===== config.mk =====
export PLATFORM = sky130hd
export DESIGN_NAME = coordinate_to_mesh_code_with_border_snap_core
export DESIGN_NICKNAME = d
export VERILOG_FILES = /design/src/hdl/cmbs_pkg.sv /design/src/hdl/coordinate_to_mesh_code_with_border_snap_core.sv /design/src/hdl/cmbs_quot.sv /design/src/hdl/cmbs_digits.sv
export SDC_FILE = /design/constraint.sdc
export NUM_CORES = 2
export LEC_CHECK = 0
export BUFFER_PORTS_ARGS = -buffer_cell sky130_fd_sc_hd__buf_2
export CELL_PAD_IN_SITES_DETAIL_PLACEMENT = 0
export CELL_PAD_IN_SITES_GLOBAL_PLACEMENT = 2
export CORE_MARGIN = 1.5
export CORE_UTILIZATION = 48
export DETAILED_ROUTE_END_ITERATION = 7
export GPL_TIMING_DRIVEN = 1
export PLACE_DENSITY = 0.95
export SYNTH_ARGS = -nofsm -noshare
export SYNTH_HDL_FRONTEND = slang
export SYNTH_SLANG_ARGS = --single-unit

===== constraint.sdc =====
create_clock -name clk_i -period 21 [get_ports clk_i]
set_input_delay 3.15 -clock clk_i [delete_from_list [all_inputs] [get_ports clk_i]]
set_output_delay 3.15 -clock clk_i [all_outputs]
set_load 0.1 [all_outputs]

===== src/hdl/cmbs_pkg.sv =====
package cmbs_pkg;

  localparam int unsigned LatW = 29;
  localparam int unsigned LonW = 30;
  localparam int unsigned RowW = 11;   // lat / 300000 stays below 1790
  localparam int unsigned ColW = 12;   // lon / 450000 stays below 2387
  localparam int unsigned RemW = 19;
  localparam int unsigned DegW = ColW - 3;

  localparam longint unsigned RowMas = 300000;
  localparam longint unsigned ColMas = 450000;
  localparam longint unsigned NudgeMas = 36;
  localparam longint unsigned SnapMas = 12;
  localparam longint unsigned LonOriginDeg = 60;
  localparam longint unsigned BandMax = 99;
  localparam longint unsigned LonBandSat = 127;

  // Reciprocals rounded up; the rounding error stays below one for every
  // input code, so the high product bits are the exact quotient.
  localparam int unsigned RowShift = 48;
  localparam int unsigned ColShift = 49;
  localparam int unsigned RowRecipW = 30;
  localparam int unsigned ColRecipW = 31;
  localparam logic [RowRecipW-1:0] RowRecip =
    RowRecipW'(((64'd1 << RowShift) + RowMas - 64'd1) / RowMas);
  localparam logic [ColRecipW-1:0] ColRecip =
    ColRecipW'(((64'd1 << ColShift) + ColMas - 64'd1) / ColMas);

  typedef struct packed {
    logic [LatW-1:0] lat_mas;
    logic [LonW-1:0] lon_mas;
  } req_t;

  typedef struct packed {
    logic              code_error;
    logic [7:0]        lat_band;
    logic signed [7:0] lon_band;
    logic [2:0]        row_digit;
    logic [2:0]        col_digit;
    logic              on_border;
  } rsp_t;

  typedef struct packed {
    logic [LatW-1:0] lat_mas;
    logic [RowW-1:0] row;
    logic [ColW-1:0] col;
  } quot_t;

  // Residue of an 11-bit value modulo 3: each bit pair is worth itself mod 3.
  function automatic logic [1:0] mod3(input logic [RowW-1:0] v);
    logic [4:0] s;
    logic [2:0] t;
    s = 5'(v[1:0]) + 5'(v[3:2]) + 5'(v[5:4]) + 5'(v[7:6]) + 5'(v[9:8]) + 5'(v[10]);
    t = 3'(s[1:0]) + 3'(s[3:2]) + 3'(s[4]);
    if (t >= 3'd6) begin
      t = t - 3'd6;
    end else if (t >= 3'd3) begin
      t = t - 3'd3;
    end
    return t[1:0];
  endfunction

endpackage


===== src/hdl/coordinate_to_mesh_code_with_border_snap_core.sv =====
// Map sheet code locator. A point in milliarcseconds is taken on every clock
// edge where start_i is high; busy_o stays low, so a new word can follow each
// cycle. The result passes through the input register, the reciprocal-multiply
// quotient register and the result register, and sits on rsp_o for exactly
// one cycle with done_o high. There is no backpressure: the receiver must take
// every word in the cycle it is shown.
module coordinate_to_mesh_code_with_border_snap_core (
  input  logic           clk_i,
  input  logic           rst_ni,
  input  logic           start_i,
  input  cmbs_pkg::req_t req_i,
  output logic           busy_o,
  output logic           done_o,
  output cmbs_pkg::rsp_t rsp_o
);
  import cmbs_pkg::*;

  req_t  req_q;
  logic  in_valid_q;
  logic  quot_valid;
  quot_t quot;
  logic  accept;

  assign busy_o = 1'b0;
  assign accept = start_i && !busy_o;

  always_ff @(posedge clk_i or negedge rst_ni) begin
    if (!rst_ni) begin
      in_valid_q <= 1'b0;
    end else begin
      in_valid_q <= accept;
    end
  end

  always_ff @(posedge clk_i) begin
    if (accept) begin
      req_q <= req_i;
    end
  end

  cmbs_quot u_quot (
    .clk_i   (clk_i),
    .rst_ni  (rst_ni),
    .valid_i (in_valid_q),
    .req_i   (req_q),
    .valid_o (quot_valid),
    .quot_o  (quot)
  );

  cmbs_digits u_digits (
    .clk_i   (clk_i),
    .rst_ni  (rst_ni),
    .valid_i (quot_valid),
    .quot_i  (quot),
    .valid_o (done_o),
    .rsp_o   (rsp_o)
  );

  // Every result word comes from a word accepted earlier.
  a_done_from_start : assert property (@(posedge clk_i) disable iff (!rst_ni)
    done_o |-> $past(start_i, 3))
    else $error("result word without a matching start");

  // A valid code has both bands inside the table.
  a_code_ok_bands : assert property (@(posedge clk_i) disable iff (!rst_ni)
    (done_o && !rsp_o.code_error) |->
      (rsp_o.lat_band <= 8'd99 && !rsp_o.lon_band[7] && rsp_o.lon_band <= 8'sd99))
    else $error("code marked valid with a band out of range");

  // West of the origin the column digit is forced to zero and the code is bad.
  a_west_col : assert property (@(posedge clk_i) disable iff (!rst_ni)
    (done_o && rsp_o.lon_band[7]) |-> (rsp_o.col_digit == 3'd0 && rsp_o.code_error))
    else $error("negative longitude band with column digit or valid code");

endmodule


===== src/hdl/cmbs_quot.sv =====
module cmbs_quot (
  input  logic           clk_i,
  input  logic           rst_ni,
  input  logic           valid_i,
  input  cmbs_pkg::req_t req_i,
  output logic           valid_o,
  output cmbs_pkg::quot_t quot_o
);
  import cmbs_pkg::*;

  localparam int unsigned LatProdW = LatW + RowRecipW;
  localparam int unsigned LonProdW = LonW + ColRecipW;

  logic [LatProdW-1:0] lat_prod;
  logic [LonProdW-1:0] lon_prod;
  quot_t               quot_d, quot_q;
  logic                valid_q;

  assign lat_prod = LatProdW'(req_i.lat_mas) * LatProdW'(RowRecip);
  assign lon_prod = LonProdW'(req_i.lon_mas) * LonProdW'(ColRecip);

  always_comb begin
    quot_d.lat_mas = req_i.lat_mas;
    quot_d.row     = lat_prod[RowShift +: RowW];
    quot_d.col     = lon_prod[ColShift +: ColW];
  end

  always_ff @(posedge clk_i or negedge rst_ni) begin
    if (!rst_ni) begin
      valid_q <= 1'b0;
    end else begin
      valid_q <= valid_i;
    end
  end

  always_ff @(posedge clk_i) begin
    quot_q <= quot_d;
  end

  assign valid_o = valid_q;
  assign quot_o  = quot_q;

endmodule


===== src/hdl/cmbs_digits.sv =====
module cmbs_digits (
  input  logic            clk_i,
  input  logic            rst_ni,
  input  logic            valid_i,
  input  cmbs_pkg::quot_t quot_i,
  output logic            valid_o,
  output cmbs_pkg::rsp_t  rsp_o
);
  import cmbs_pkg::*;

  localparam int unsigned BaseW = LatW + 1;

  logic [BaseW-1:0] row_base;
  logic [BaseW-1:0] rem_full;
  logic [RemW-1:0]  rem;
  logic [1:0]       pos;
  logic             nudge;
  logic [RemW:0]    rem_n;
  logic             wrap;
  logic [RemW-1:0]  rem2;
  logic [RowW-1:0]  row2;
  logic [1:0]       pos2;
  logic             snap_up;
  logic             snap_dn;
  logic [DegW-1:0]  deg;
  logic [DegW-1:0]  lon_off;
  logic             west;
  rsp_t             rsp_d, rsp_q;
  logic             valid_q;

  assign row_base = BaseW'(quot_i.row) * BaseW'(RowMas);
  assign rem_full = BaseW'(quot_i.lat_mas) - row_base;
  assign rem      = rem_full[RemW-1:0];
  assign pos      = mod3(quot_i.row);

  // Exactly on the bottom border of a triple, or exactly on the edge of a snap window next to its middle row.
  assign nudge = ((pos == 2'd0) && ((rem == '0) || (rem == RemW'(RowMas - SnapMas)))) ||
                 ((pos == 2'd2) && (rem == RemW'(SnapMas)));

  assign rem_n = nudge ? ((RemW + 1)'(rem) + (RemW + 1)'(NudgeMas)) : (RemW + 1)'(rem);
  assign wrap  = rem_n >= (RemW + 1)'(RowMas);
  assign rem2  = wrap ? RemW'(rem_n - (RemW + 1)'(RowMas)) : rem_n[RemW-1:0];
  assign row2  = quot_i.row + RowW'(wrap);

  always_comb begin
    pos2 = pos;
    if (wrap) begin
      pos2 = (pos == 2'd2) ? 2'd0 : pos + 2'd1;
    end
  end

  assign snap_up = (pos2 == 2'd0) && (rem2 >= RemW'(RowMas - SnapMas));
  assign snap_dn = (pos2 == 2'd2) && (rem2 < RemW'(SnapMas));

  // 3600000 mas is eight columns, so the degree is the column index over 8.
  assign deg     = quot_i.col[ColW-1:3];
  assign lon_off = deg - DegW'(LonOriginDeg);
  assign west    = deg < DegW'(LonOriginDeg);

  always_comb begin
    rsp_d.on_border = nudge;
    rsp_d.lat_band  = row2[RowW-1:3];
    if (snap_up) begin
      rsp_d.row_digit = row2[2:0] + 3'd1;
    end else if (snap_dn) begin
      rsp_d.row_digit = row2[2:0] - 3'd1;
    end else begin
      rsp_d.row_digit = row2[2:0];
    end
    rsp_d.col_digit = west ? 3'd0 : quot_i.col[2:0];
    if (deg > DegW'(LonOriginDeg + LonBandSat)) begin
      rsp_d.lon_band = 8'(LonBandSat);
    end else begin
      rsp_d.lon_band = lon_off[7:0];
    end
    rsp_d.code_error = (row2[RowW-1:3] > 8'(BandMax)) || west ||
                       (deg > DegW'(LonOriginDeg + BandMax));
  end

  always_ff @(posedge clk_i or negedge rst_ni) begin
    if (!rst_ni) begin
      valid_q <= 1'b0;
    end else begin
      valid_q <= valid_i;
    end
  end

  always_ff @(posedge clk_i) begin
    rsp_q <= rsp_d;
  end

  assign valid_o = valid_q;
  assign rsp_o   = rsp_q;

endmodule


==> results.toml <==
[final_layout]
final_util_pct = 51.6
drive_gt1_share_pct = 4.60
area_growth_pct = 6.33
diodes = 0
nNetsFinal = 4870
fillers = 6463

[min_path]
hp-class = "reg2reg"

[worst_setup_path]
worstSetupStartpointType = "flop"
crit_required_ns = 21.36
worstSetupPathType = "reg2reg"
critPathMaxStageDelay_ns = 0.66
worstPathMaxFanout = 14
end_kind = "flop"
crit_slowest_cell = "fa_1"
arrival_ns = 9.35
cpMostUsedCell = "ha_1"

[die]
ioPinCount = 88
rows = 98
dieArea_um2 = 73900
die_h_um = 272
start_util_pct = 48.5
core_um2 = 71500
die_x_um = 272

[cts]
clkTransAtPathRegs_ns = 0.06
htree_levels = 4
tritoncts = "yes"
cts_max_path_buffers = 2
post-cts-setup-buffers = 0
clk-insertion-delay-late_ns = 0.48
cts.sinks = 128
numCtsBuffers = 17
cts_resized = 0
cts_root_buffer = "clkbuf_16"
ctsHoldBuffers = 0

[logic_synthesis]
synth_area_leaders = "fa_1, ha_1, inv_1"
synth_edf_count = 59
yosys.area.top_type_share_pct = 40.7
synth_top_cell_by_area = "fa_1"
synthCells = 3235
syn_area_um2 = 34700
syn_nets = 4768
postSynth.asyncResetShare_pct = 2.34
synth-warning-count = 0
ys_types = 88
ys_seq_elements = 128
yosysSeqAreaShare_pct = 9.13
synth_ff_type = "dfxtp_1"
avgSynthCellArea_um2 = 10.7

[timing]
finalCriticalPeriod_ns = 8.99
fin_skew_ns = 0.0167
hold-worst-slack_ns = 0.353
rsz0062_at_grt = "no"
finalCritPeriodShare_pct = 42.8
setup_viol = 0
max-slew-margin-rel_pct = 16.9
setup-tns-final_ns = 0
max_freq_ghz = 0.111
finalMaxSlewViolations = 0
hold_viol = 0
worst_pin_slew_ns = 1.24

[global_route]
antenna_found_initial = 4
grt_max_degree = 61
grtUsageTotal_pct = 23.7
grt_pass1_wl_um = 132000
grt_pass1_vias = 23600
grt-ovfl-total = 0

[detailed_routing]
drt_iter0_drc = 1098
drt_drc_violations_left = 0
via_count = 21800
via_per_inst = 5.07
dr.pass1.iters = 5
detail-route-antenna-nets = 0
wire_per_inst_um = 18.8
wl_um = 81000

[place]
portBuffers = 86
dp_hpwl_um = 72300
gp_congestion = 0.965

[run]
cap_violations = 0

[status]
status = "finished, final reports clean"
==> cell usage in the layout (no fill, tap or decap), types with 40 or more instances in the layout <==
cell,count
fa_1,705
dfxtp_1,66
a21oi_1,53
o21ai_0,40
edfxtp_1,59
xnor2_1,49
nand2_1,45
nor2_1,49
ha_1,766
inv_1,1061
buf_2,85
==> layer usage <==
layer | vias up | share of wire [%] | track usage, %
met5 | - | 0.041 | 0
met4 | 6 | 2.5 | 6.92
met3 | 93 | 6.8 | 4.94
met2 | 554 | 45 | 36.6
met1 | 10900 | 45 | 33.8
li1 | 10200 | - | -
==> critical path, delay by kind of cell, from the launching register on <==
family                     cells  cell delay, ns
AOI/OAI and AO/OA             10            2.69
and+or+nand+nor                6            1.07
DFF                            1            0.55
adders and majority gates      8            3.00
xor gates and xnor gates       3            0.97
buffers and inverters          5            0.36
muxes                          1            0.23
==> cells in the mapped netlist (19+ instances only) <==
master	count
xor2_1	28
a21oi_1	53
nand2_1	45
nor2b_1	19
nand3_1	25
inv_1	1061
o21ai_0	40
a21o_1	31
ha_1	766
xnor2_1	49
nor2_1	49
edfxtp_1	59
dfxtp_1	66
fa_1	705
==> layout make-up <==
cell class / count / area [um^2] / area share [%]
inverter: 1062 / 3990 / 10.8
tap: 950 / 1190 / 3.22
timing repair buffer: 92 / 478 / 1.30
multi-input combinational: 2036 / 27500 / 74.5
clock inverter: 15 / 148 / 0.400
clock buffer: 17 / 425 / 1.15
sequential: 128 / 3170 / 8.59
==> worst paths after layout <==
| check | start | endpoint | slack [ns] | cells after the start |
|---|---|---|---|---|
| max | u_quot.quot_o[14] | u_digits.rsp_o[4] | 12.01 | 33 |
| min | in_valid_q | u_quot.valid_o | 0.35 | 0 |
| max reg2reg | u_quot.quot_o[14] | u_digits.rsp_o[4] | 12.01 | 33 |
| min reg2reg | in_valid_q | u_quot.valid_o | 0.35 | 0 |
| max in group asynchronous | rst_ni | in_valid_q | 18.44 | 1 |
| min in group asynchronous | rst_ni | u_digits.valid_o | 2.46 | 1 |
==> stage by stage <==
step	setup WS (ns)	std cells	instance area, um^2
6_report	12.01	4300	36900
5_1_grt	11.40	4300	36900
3_5_place_dp	12.12	4268	36300
2_1_floorplan	13.13	3235	34700
3_3_place_gp	12.20	4268	36300
4_1_cts	12.06	4300	36900
==> registers in the layout (all words and copies together), names as in the netlist <==
name / count
req_q: 59
u_quot.quot_o: 42
u_digits.rsp_o: 24
in_valid_q: 1
u_digits.valid_o: 1
u_quot.valid_o: 1
==> cells by family (layout without fill, tap and decap cells) <==
family	count (synthesis)	count (layout)	share of synthesized area, %
AO/OA/AOI/OAI	241	241	4.96
XOR/XNOR	80	80	2.12
adder cells (fa/ha/maj)	1471	1471	68.3
buffers and inverters	1071	1186	11.6
flip-flops	128	128	9.13
multiplexers	7	7	0.220
other	1	1	0.0108
AND/OR/NAND/NOR	236	236	3.62
Power is left out: the tool's default activity adds up to more than one toggle a clock period on the data nets, which glitch-free logic cannot reach.
